**src/sv/amt_pkg.sv**
```systemverilog
// Shared constants, codes and controller/datapath interface types for the alarm table.
`default_nettype none

package amt_pkg;

    // Table depth (range 1 to 64)
    localparam int ENTRIES = 16;

    localparam int IDX_W = (ENTRIES > 1) ? $clog2(ENTRIES) : 1;
    localparam int CNT_W = $clog2(ENTRIES + 1);

    localparam int ACT_W   = 2;
    localparam int HOUR_W  = 5;
    localparam int MIN_W   = 6;
    localparam int RANK_W  = 4;
    localparam int COUNT_W = 5;

    localparam int ENTRY_W = HOUR_W + MIN_W;

    // Common width for rank/seen and count/saturation compares
    localparam int CMP_W = (CNT_W > COUNT_W) ? CNT_W : COUNT_W;

    localparam int IN_DATA_W  = 16;
    localparam int OUT_DATA_W = 16;

    typedef enum logic [ACT_W-1:0] {
        ACT_ADD    = 2'd0,
        ACT_REMOVE = 2'd1,
        ACT_CHECK  = 2'd2,
        ACT_READ   = 2'd3
    } action_t;

    typedef struct packed {
        logic start;
        logic scan;
        logic load_out;
    } amt_cmd_t;

    typedef struct packed {
        logic done;
    } amt_stat_t;

endpackage

`default_nettype wire

```
**src/sv/amt_ram.sv**
```systemverilog
// Generic single-write, single-read RAM with registered read data.
`default_nettype none

module amt_ram #(
    parameter int WIDTH = 8,
    parameter int DEPTH = 16
) (
    input  wire logic                                       clk,
    input  wire logic                                       we,
    input  wire logic [((DEPTH > 1) ? $clog2(DEPTH) : 1)-1:0] waddr,
    input  wire logic [WIDTH-1:0]                           wdata,
    input  wire logic [((DEPTH > 1) ? $clog2(DEPTH) : 1)-1:0] raddr,
    output logic      [WIDTH-1:0]                           rdata
);

    logic [WIDTH-1:0] mem [DEPTH];

    always_ff @(posedge clk)
    begin
        if (we)
        begin
            mem[waddr] <= wdata;
        end
        rdata <= mem[raddr];
    end

endmodule

`default_nettype wire

```
**src/sv/amt_ctrl.sv**
```systemverilog
// Controller state machine: accept a request, run the table scan, hand off the result.
`default_nettype none

module amt_ctrl (
    input  wire logic               clk,
    input  wire logic               rst_n,
    input  wire logic               s_tvalid,
    output logic                    s_tready,
    output logic                    m_tvalid,
    input  wire logic               m_tready,
    output amt_pkg::amt_cmd_t       cmd,
    input  wire amt_pkg::amt_stat_t stat
);

    typedef enum logic [1:0] {
        S_IDLE,
        S_SCAN,
        S_FIN
    } state_t;

    state_t state_reg, state_next;
    logic   m_tvalid_reg, m_tvalid_next;

    always_comb
    begin
        state_next    = state_reg;
        cmd           = '0;
        m_tvalid_next = m_tvalid_reg && !m_tready;
        case (state_reg)
            S_IDLE:
            begin
                if (s_tvalid)
                begin
                    cmd.start  = 1'b1;
                    state_next = S_SCAN;
                end
            end
            S_SCAN:
            begin
                cmd.scan = 1'b1;
                if (stat.done)
                begin
                    state_next = S_FIN;
                end
            end
            S_FIN:
            begin
                if (!m_tvalid_reg || m_tready)
                begin
                    cmd.load_out  = 1'b1;
                    m_tvalid_next = 1'b1;
                    state_next    = S_IDLE;
                end
            end
            default:
            begin
                state_next = S_IDLE;
            end
        endcase
    end

    always_ff @(posedge clk or negedge rst_n)
    begin
        if (!rst_n)
        begin
            state_reg    <= S_IDLE;
            m_tvalid_reg <= 1'b0;
        end
        else
        begin
            state_reg    <= state_next;
            m_tvalid_reg <= m_tvalid_next;
        end
    end

    assign s_tready = (state_reg == S_IDLE);
    assign m_tvalid = m_tvalid_reg;

    // Never overwrite a result that is still waiting downstream
    a_no_overwrite: assert property (@(posedge clk) disable iff (!rst_n)
        cmd.load_out |-> (!m_tvalid_reg || m_tready))
        else $error("result loaded over a pending result");

endmodule

`default_nettype wire

```
**src/sv/amt_dp.sv**
```systemverilog
// Datapath: request registers, entry store, valid bits, scan pipeline and result registers.
`default_nettype none

module amt_dp (
    input  wire logic                               clk,
    input  wire logic                               rst_n,
    input  wire amt_pkg::amt_cmd_t                  cmd,
    output amt_pkg::amt_stat_t                      stat,
    input  wire logic [amt_pkg::ACT_W-1:0]          in_action,
    input  wire logic [amt_pkg::HOUR_W-1:0]         in_hour,
    input  wire logic [amt_pkg::MIN_W-1:0]          in_minute,
    input  wire logic [amt_pkg::RANK_W-1:0]         in_rank,
    output logic                                    out_ok,
    output logic      [amt_pkg::COUNT_W-1:0]        out_count,
    output logic      [amt_pkg::HOUR_W-1:0]         out_hour,
    output logic      [amt_pkg::MIN_W-1:0]          out_minute
);

    localparam int IDX_W = amt_pkg::IDX_W;
    localparam int CNT_W = amt_pkg::CNT_W;
    localparam int CMP_W = amt_pkg::CMP_W;

    // Request payload
    amt_pkg::action_t             act_reg;
    logic [amt_pkg::HOUR_W-1:0]   hour_reg;
    logic [amt_pkg::MIN_W-1:0]    min_reg;
    logic [amt_pkg::RANK_W-1:0]   rank_reg;

    // Scan pipeline: issue stage drives the RAM address, compare stage sees its data
    logic [IDX_W:0]               issue_cnt_reg, issue_cnt_next;
    logic [IDX_W-1:0]             cmp_idx_reg;
    logic                         cmp_live_reg, cmp_live_next;
    logic [CNT_W-1:0]             seen_reg, seen_next;

    logic [amt_pkg::ENTRIES-1:0]  valid_reg, valid_next;
    logic [CNT_W-1:0]             count_reg, count_next;

    logic                         res_ok_reg;
    logic [amt_pkg::HOUR_W-1:0]   res_hour_reg;
    logic [amt_pkg::MIN_W-1:0]    res_min_reg;

    logic [amt_pkg::ENTRY_W-1:0]  rdata;
    logic                         ram_we;
    logic                         issue_live;
    logic                         cur_valid;
    logic                         hit;
    logic                         done;
    logic [CMP_W-1:0]             cnt_wide;

    amt_ram #(
        .WIDTH (amt_pkg::ENTRY_W),
        .DEPTH (amt_pkg::ENTRIES)
    ) u_store (
        .clk   (clk),
        .we    (ram_we),
        .waddr (cmp_idx_reg),
        .wdata ({hour_reg, min_reg}),
        .raddr (issue_cnt_reg[IDX_W-1:0]),
        .rdata (rdata)
    );

    assign issue_live = (issue_cnt_reg < (IDX_W + 1)'(amt_pkg::ENTRIES));
    assign cur_valid  = valid_reg[cmp_idx_reg];

    always_comb
    begin
        case (act_reg)
            amt_pkg::ACT_ADD:    hit = !cur_valid;
            amt_pkg::ACT_REMOVE: hit = cur_valid && (rdata == {hour_reg, min_reg});
            amt_pkg::ACT_CHECK:  hit = cur_valid && (rdata == {hour_reg, min_reg});
            amt_pkg::ACT_READ:   hit = cur_valid && (CMP_W'(seen_reg) == CMP_W'(rank_reg));
            default:             hit = 1'b0;
        endcase
    end

    assign done      = cmd.scan && cmp_live_reg
                       && (hit || (cmp_idx_reg == IDX_W'(amt_pkg::ENTRIES - 1)));
    assign stat.done = done;
    assign ram_we    = done && hit && (act_reg == amt_pkg::ACT_ADD);

    always_comb
    begin
        issue_cnt_next = issue_cnt_reg;
        cmp_live_next  = cmp_live_reg;
        seen_next      = seen_reg;
        valid_next     = valid_reg;
        count_next     = count_reg;
        if (cmd.start)
        begin
            issue_cnt_next = '0;
            cmp_live_next  = 1'b0;
            seen_next      = '0;
        end
        else if (cmd.scan)
        begin
            cmp_live_next = issue_live && !done;
            if (issue_live)
            begin
                issue_cnt_next = issue_cnt_reg + 1'b1;
            end
            if (cmp_live_reg && cur_valid && !hit)
            begin
                seen_next = seen_reg + 1'b1;
            end
            if (done && hit)
            begin
                case (act_reg)
                    amt_pkg::ACT_ADD:
                    begin
                        valid_next[cmp_idx_reg] = 1'b1;
                        count_next              = count_reg + 1'b1;
                    end
                    amt_pkg::ACT_REMOVE,
                    amt_pkg::ACT_CHECK:
                    begin
                        valid_next[cmp_idx_reg] = 1'b0;
                        count_next              = count_reg - 1'b1;
                    end
                    default:
                    begin
                        count_next = count_reg;
                    end
                endcase
            end
        end
    end

    always_ff @(posedge clk or negedge rst_n)
    begin
        if (!rst_n)
        begin
            issue_cnt_reg <= '0;
            cmp_live_reg  <= 1'b0;
            seen_reg      <= '0;
            valid_reg     <= '0;
            count_reg     <= '0;
        end
        else
        begin
            issue_cnt_reg <= issue_cnt_next;
            cmp_live_reg  <= cmp_live_next;
            seen_reg      <= seen_next;
            valid_reg     <= valid_next;
            count_reg     <= count_next;
        end
    end

    assign cnt_wide = CMP_W'(count_reg);

    always_ff @(posedge clk)
    begin
        if (cmd.start)
        begin
            act_reg  <= amt_pkg::action_t'(in_action);
            hour_reg <= in_hour;
            min_reg  <= in_minute;
            rank_reg <= in_rank;
        end
        if (cmd.scan)
        begin
            cmp_idx_reg <= issue_cnt_reg[IDX_W-1:0];
        end
        if (done)
        begin
            res_ok_reg <= hit;
            if (hit && (act_reg == amt_pkg::ACT_READ))
            begin
                res_hour_reg <= rdata[amt_pkg::ENTRY_W-1:amt_pkg::MIN_W];
                res_min_reg  <= rdata[amt_pkg::MIN_W-1:0];
            end
            else
            begin
                res_hour_reg <= '0;
                res_min_reg  <= '0;
            end
        end
        if (cmd.load_out)
        begin
            out_ok     <= res_ok_reg;
            out_hour   <= res_hour_reg;
            out_minute <= res_min_reg;
            if (cnt_wide > CMP_W'(31))
            begin
                out_count <= amt_pkg::COUNT_W'(31);
            end
            else
            begin
                out_count <= cnt_wide[amt_pkg::COUNT_W-1:0];
            end
        end
    end

    a_count_matches: assert property (@(posedge clk) disable iff (!rst_n)
        count_reg == CNT_W'($countones(valid_reg)))
        else $error("valid count out of step with valid bits");

    a_add_grows: assert property (@(posedge clk) disable iff (!rst_n)
        (done && hit && (act_reg == amt_pkg::ACT_ADD)) |=> (count_reg == $past(count_reg) + 1'b1))
        else $error("successful add did not raise the count");

    a_no_hold_change: assert property (@(posedge clk) disable iff (!rst_n)
        !cmd.scan |=> (valid_reg == $past(valid_reg)))
        else $error("valid bits changed outside a scan");

endmodule

`default_nettype wire

```
**src/sv/alarm_match_table_unit.sv**
```systemverilog
// Top level of the alarm match table: stream ports, controller and datapath.
//
//  channel   direction  handshake           payload
//  s_*       in         s_tvalid/s_tready   s_tuser action, s_tdata hour/minute/rank
//  m_*       out        m_tvalid/m_tready   m_tuser ok, m_tdata count/hour/minute
//
// Each request is accepted, then the store is scanned entry by entry through the
// registered RAM read, and the result register is loaded last. The scan stops early
// on the first hit.
// Reset (rst_n, async, active low) clears all valid bits, the count and the handshakes.
// A result waiting on m_tready does not block the next request; that request's result
// holds in the datapath until the output register frees up.
`default_nettype none

module alarm_match_table_unit (
    input  wire logic                                clk,
    input  wire logic                                rst_n,
    input  wire logic                                s_tvalid,
    output logic                                     s_tready,
    // [4:0] hour, [10:5] minute, [14:11] rank, [15] zero
    input  wire logic [amt_pkg::IN_DATA_W-1:0]       s_tdata,
    // [1:0] action
    input  wire logic [amt_pkg::ACT_W-1:0]           s_tuser,
    output logic                                     m_tvalid,
    input  wire logic                                m_tready,
    // [4:0] valid_count, [9:5] entry_hour, [15:10] entry_minute
    output logic      [amt_pkg::OUT_DATA_W-1:0]      m_tdata,
    // [0] ok
    output logic                                     m_tuser
);

    amt_pkg::amt_cmd_t  cmd;
    amt_pkg::amt_stat_t stat;

    logic [amt_pkg::COUNT_W-1:0] out_count;
    logic [amt_pkg::HOUR_W-1:0]  out_hour;
    logic [amt_pkg::MIN_W-1:0]   out_minute;

    amt_ctrl u_ctrl (
        .clk      (clk),
        .rst_n    (rst_n),
        .s_tvalid (s_tvalid),
        .s_tready (s_tready),
        .m_tvalid (m_tvalid),
        .m_tready (m_tready),
        .cmd      (cmd),
        .stat     (stat)
    );

    // Unpack the request fields from the low bits up
    amt_dp u_dp (
        .clk        (clk),
        .rst_n      (rst_n),
        .cmd        (cmd),
        .stat       (stat),
        .in_action  (s_tuser),
        .in_hour    (s_tdata[4:0]),
        .in_minute  (s_tdata[10:5]),
        .in_rank    (s_tdata[14:11]),
        .out_ok     (m_tuser),
        .out_count  (out_count),
        .out_hour   (out_hour),
        .out_minute (out_minute)
    );

    assign m_tdata = {out_minute, out_hour, out_count};

endmodule

`default_nettype wire
```
**config.mk**
```make
export PLATFORM = sky130hd
export DESIGN_NAME = alarm_match_table_unit
export DESIGN_NICKNAME = d
export VERILOG_FILES = /design/src/sv/amt_pkg.sv /design/src/sv/amt_ram.sv /design/src/sv/amt_ctrl.sv /design/src/sv/amt_dp.sv /design/src/sv/alarm_match_table_unit.sv
export SDC_FILE = /design/constraint.sdc
export NUM_CORES = 1
export LEC_CHECK = 0
export BUFFER_PORTS_ARGS = -buffer_cell sky130_fd_sc_hd__buf_2
export CAP_MARGIN = 10
export CELL_PAD_IN_SITES_DETAIL_PLACEMENT = 0
export CELL_PAD_IN_SITES_GLOBAL_PLACEMENT = 1
export CORE_ASPECT_RATIO = 1.2
export CORE_MARGIN = 2
export CORE_UTILIZATION = 40
export DETAILED_ROUTE_END_ITERATION = 6
export PLACE_DENSITY = 0.71
export SYNTH_ARGS = -nofsm -noshare
export SYNTH_HDL_FRONTEND = slang
export SYNTH_HIERARCHICAL = 1
export SYNTH_SLANG_ARGS = --single-unit
```
**constraint.sdc**
```tcl
create_clock -name clk -period 4.4 [get_ports clk]
set_input_delay 0.22 -clock clk [delete_from_list [all_inputs] [get_ports clk]]
set_output_delay 0.22 -clock clk [all_outputs]
set_load 0.02 [all_outputs]
```
==> results.cfg <==
[run_status]
outcome = finished, final reports clean

[routing]
via_per_inst = 5.38
routedWlPerCell_um = 21.1
drc = 0
num_vias = 5560
antenna_left = 0
first_pass_iters = 5
drtIter0Drc = 414
routed_wl_um = 21800

[timing]
hold_viol_final = 0
skew_ns = 0.0132
max_freq_mhz = 309
setup_ws_ns = 1.16
max_slew_margin = 0.320
rsz0062_at_grt = no
setup_viol = 0
worst_pin_slew_ns = 1.02
post-route-period-util = 0.736
drv_slew = 0
finalSetupTns_ns = 0
layout_min_cycle_time_ns = 3.24

[yosys]
synth_compound_area_frac = 0.0353
synth_top_family_by_area = multiplexers
yosysMostFrequentCell = edfxtp_1
synthCells = 595
yosysUniqueCellTypes = 55
yosysWarnings = 6
synth_top_cell_by_area = edfxtp_1
synth_area_leaders = edfxtp_1 63%, dfrtp_1 8.1%, mux4_2 6.2%, mux4_1 3.9%, dfxtp_1 2.0%
synth_nets = 625
synthTopCellsByCount = 226 x edfxtp_1, 35 x dfrtp_1, 30 x mux4_2, 30 x nand2_1, 28 x nor2_1
synth_top_area_frac = 0.627
synth-xor-area-share = 0.0211
netlist_area_um2 = 10800
synth-simple-area-share = 0.0634
synth_fa_ha_area_frac = 0.00995
async_flop_share = 0.129
seq_area_frac_synth = 0.729
ys.flop_type = edfxtp_1
ys_ff_latch = 272
syn_area_per_cell_um2 = 18.2
muxShareOfSynthArea = 0.117
synth-edff-count = 226

[flow_run]
max-cap-violations = 0

[finish]
layout-drive-gt1-share = 0.223
top_register = u_dp/u_store/mem
diodes = 0
largestRegisters = u_dp/u_store/mem (176), u_dp/u_store/rdata (11)
fillers = 2155
finalInstanceArea_um2 = 12600
area_growth_pct = 16.9
finish.net_count = 707
largest_reg_flops = 176

[power_and_ir_drop]
pwr-share-comb = 0.005
p_sw_frac = 0.184
peakVddDrop_mv = 0.315
pwr_density_cell_nw_per_um2 = 425
p_leak_nw = 4.58
p_seq_frac = 0.512
clkPwrFrac = 0.482
p_int_mw = 4.39
switchingPower_mw = 0.988

[setup_path]
cp_max_fo = 17
path_delay_family = simple AND/OR/NAND/NOR gates
cp_cell_sequence = mux4_2 -> o22a_1 -> and2_4 -> nor3b_1 -> buf_4 -> or3b_2 -> nor3_1 -> buf_4
arrival_ns = 3.47
cp.required_ns = 4.64
cp_num_buf_inv = 2
startpoint_type = register
cpPeakStageDelay_ns = 0.77
cp_slowest_cell = edfxtp_1
cp-end-kind = register
cp_common_cell = buf_4
critical_path_class = reg -> reg

[placed_design]
dpl_cell_area_um2 = 11400
gp_congestion = 0.775
dp_hpwl_um = 13800
port_buffers = 39
pre_cts_slack_ns = 1.19

[cts]
root_buffer = clkbuf_16
tritoncts = built
htree_levels = 1
clk_path_buf_depth = 3
worstSkewPairLatency_ns = 0.54
cts_inserted_buffers = 28
clkSinkCount = 272
path_clk_slew_ns = 0.06
postCtsResizedCells = 0

[global_routing]
overflow = 0
grtUsageTotal = 0.155
met1_usage = 0.202
grt_use_met3 = 0.0214
antenna_found_initial = 0
grt_pass1_vias = 5766
met2_usage = 0.272
grt_busiest_layer = met2
grt_pass1_wl_um = 33400
grt_max_degree = 36

[die]
start_util = 0.409
io_pins = 41
row_count = 65
core-area_um2 = 26400
die-width_um = 154
die_h_um = 184
die_area_um2 = 28400

[hold_path]
min_path_type = in -> async
-- worst register-to-register path, cell delays in order, from the launching register on --
cell and delay (ns):
edfxtp_1 0.77, mux4_2 0.42, o22a_1 0.26, and2_4 0.19, nor3b_1 0.20, buf_4 0.17
or3b_2 0.51, nor3_1 0.15, buf_4 0.25
-- logic make-up after synthesis --
kind of cell,count (synthesis)
xor gates and xnor gates,26
buffers and inverters,50
and+or+nand+nor,125
adders and majority gates,8
DFF,272
AOI/OAI and AO/OA,51
muxes,63
-- timing repair --
action | in CTS | in global routing
setup buffers | 0 | 0
hold endpoints to repair | 54 | 0
hold buffers | 20 | 0
endpoints found under the setup margin | 0 | 0
-- stage by stage --
| step | cells | hold WS [ns] | power [mW] | utilization |
|---|---|---|---|---|
| final | 1034 | 0.327 | 5.38 | 0.478 |
| after global routing | 1034 | 0.386 | 5.53 | 0.478 |
| after CTS | 1034 | 0.368 | 5.43 | 0.478 |
| after detailed placement | 962 | 0.373 | 2.83 | 0.432 |
| after global placement | 962 | 0.375 | 2.82 | 0.432 |
| after floorplan | 595 | -0.0756 | 2.81 | - |
-- power by group through the flow --
stage	Combinational (mW)	Clock, mW	Sequential, mW
global route	0.0326	2.74	2.75
detailed placement	0.0160	0	2.81
floorplan	0.0000105	0	2.81
CTS	0.0302	2.64	2.75
finish	0.0292	2.59	2.76
global placement	0.0153	0	2.81
-- area by class of cell --
class | instances | area [µm²] | area share
timing repair buffer | 83 | 576 | 0.0455
tap | 335 | 419 | 0.0331
multi-input combinational | 273 | 2670 | 0.211
sequential | 272 | 7880 | 0.623
clock inverter | 19 | 283 | 0.0224
inverter | 19 | 71.3 | 0.00564
clock buffer | 33 | 741 | 0.0586
-- layer usage --
metal | share of wire | wire, µm
met1 | 0.42 | 9090
met2 | 0.51 | 11200
met3 | 0.044 | 950
met5 | 0 | 0
met4 | 0.025 | 544
-- layout by cell type, fill, tap and decap left out, types with 3 or more instances in the layout --
cell type,instances
nor2b_1,5
buf_2,39
dlygate4sd3_1,20
nor2_1,28
dfrtp_1,34
nand2_1,30
a22oi_1,22
o21ai_0,4
clkinvlp_4,3
clkinv_2,5
inv_1,19
nand2b_1,9
o2111ai_1,4
bufinv_16,7
xor2_1,10
xnor2_1,16
edfxtp_1,226
mux4_1,16
nand4_1,4
ha_1,7
nor3_1,11
dfxtp_1,11
and3_1,11
nand3_1,4
nor3_2,5
mux4_2,30
mux2i_1,15
clkbuf_16,29
nor4_1,3
clkbuf_1,4
buf_4,24
a21oi_1,7
-- final timing paths --
check,from,endpoint,slack [ns],cells past startpoint
worst max register to register,u_dp/cmp_idx_reg[1]$_DFFE_PP_,u_dp/u_store/mem[0][9]$_DFFE_PP_,1.16,8
worst max-delay path,u_dp/cmp_idx_reg[1]$_DFFE_PP_,u_dp/u_store/mem[0][9]$_DFFE_PP_,1.16,8
worst min register to register,u_dp/res_hour_reg[2]$_SDFFCE_PN0P_,u_dp/out_hour[2]$_DFFE_PP_,0.42,0
min in group clk,s_tdata[2],u_dp/hour_reg[2]$_DFFE_PP_,0.39,2
worst min-delay path,rst_n,async pin,0.33,2
max in group asynchronous,rst_n,u_dp/issue_cnt_reg[0]$_DFFE_PN0P_,3.48,2
(Power assumes the default switching activity.)
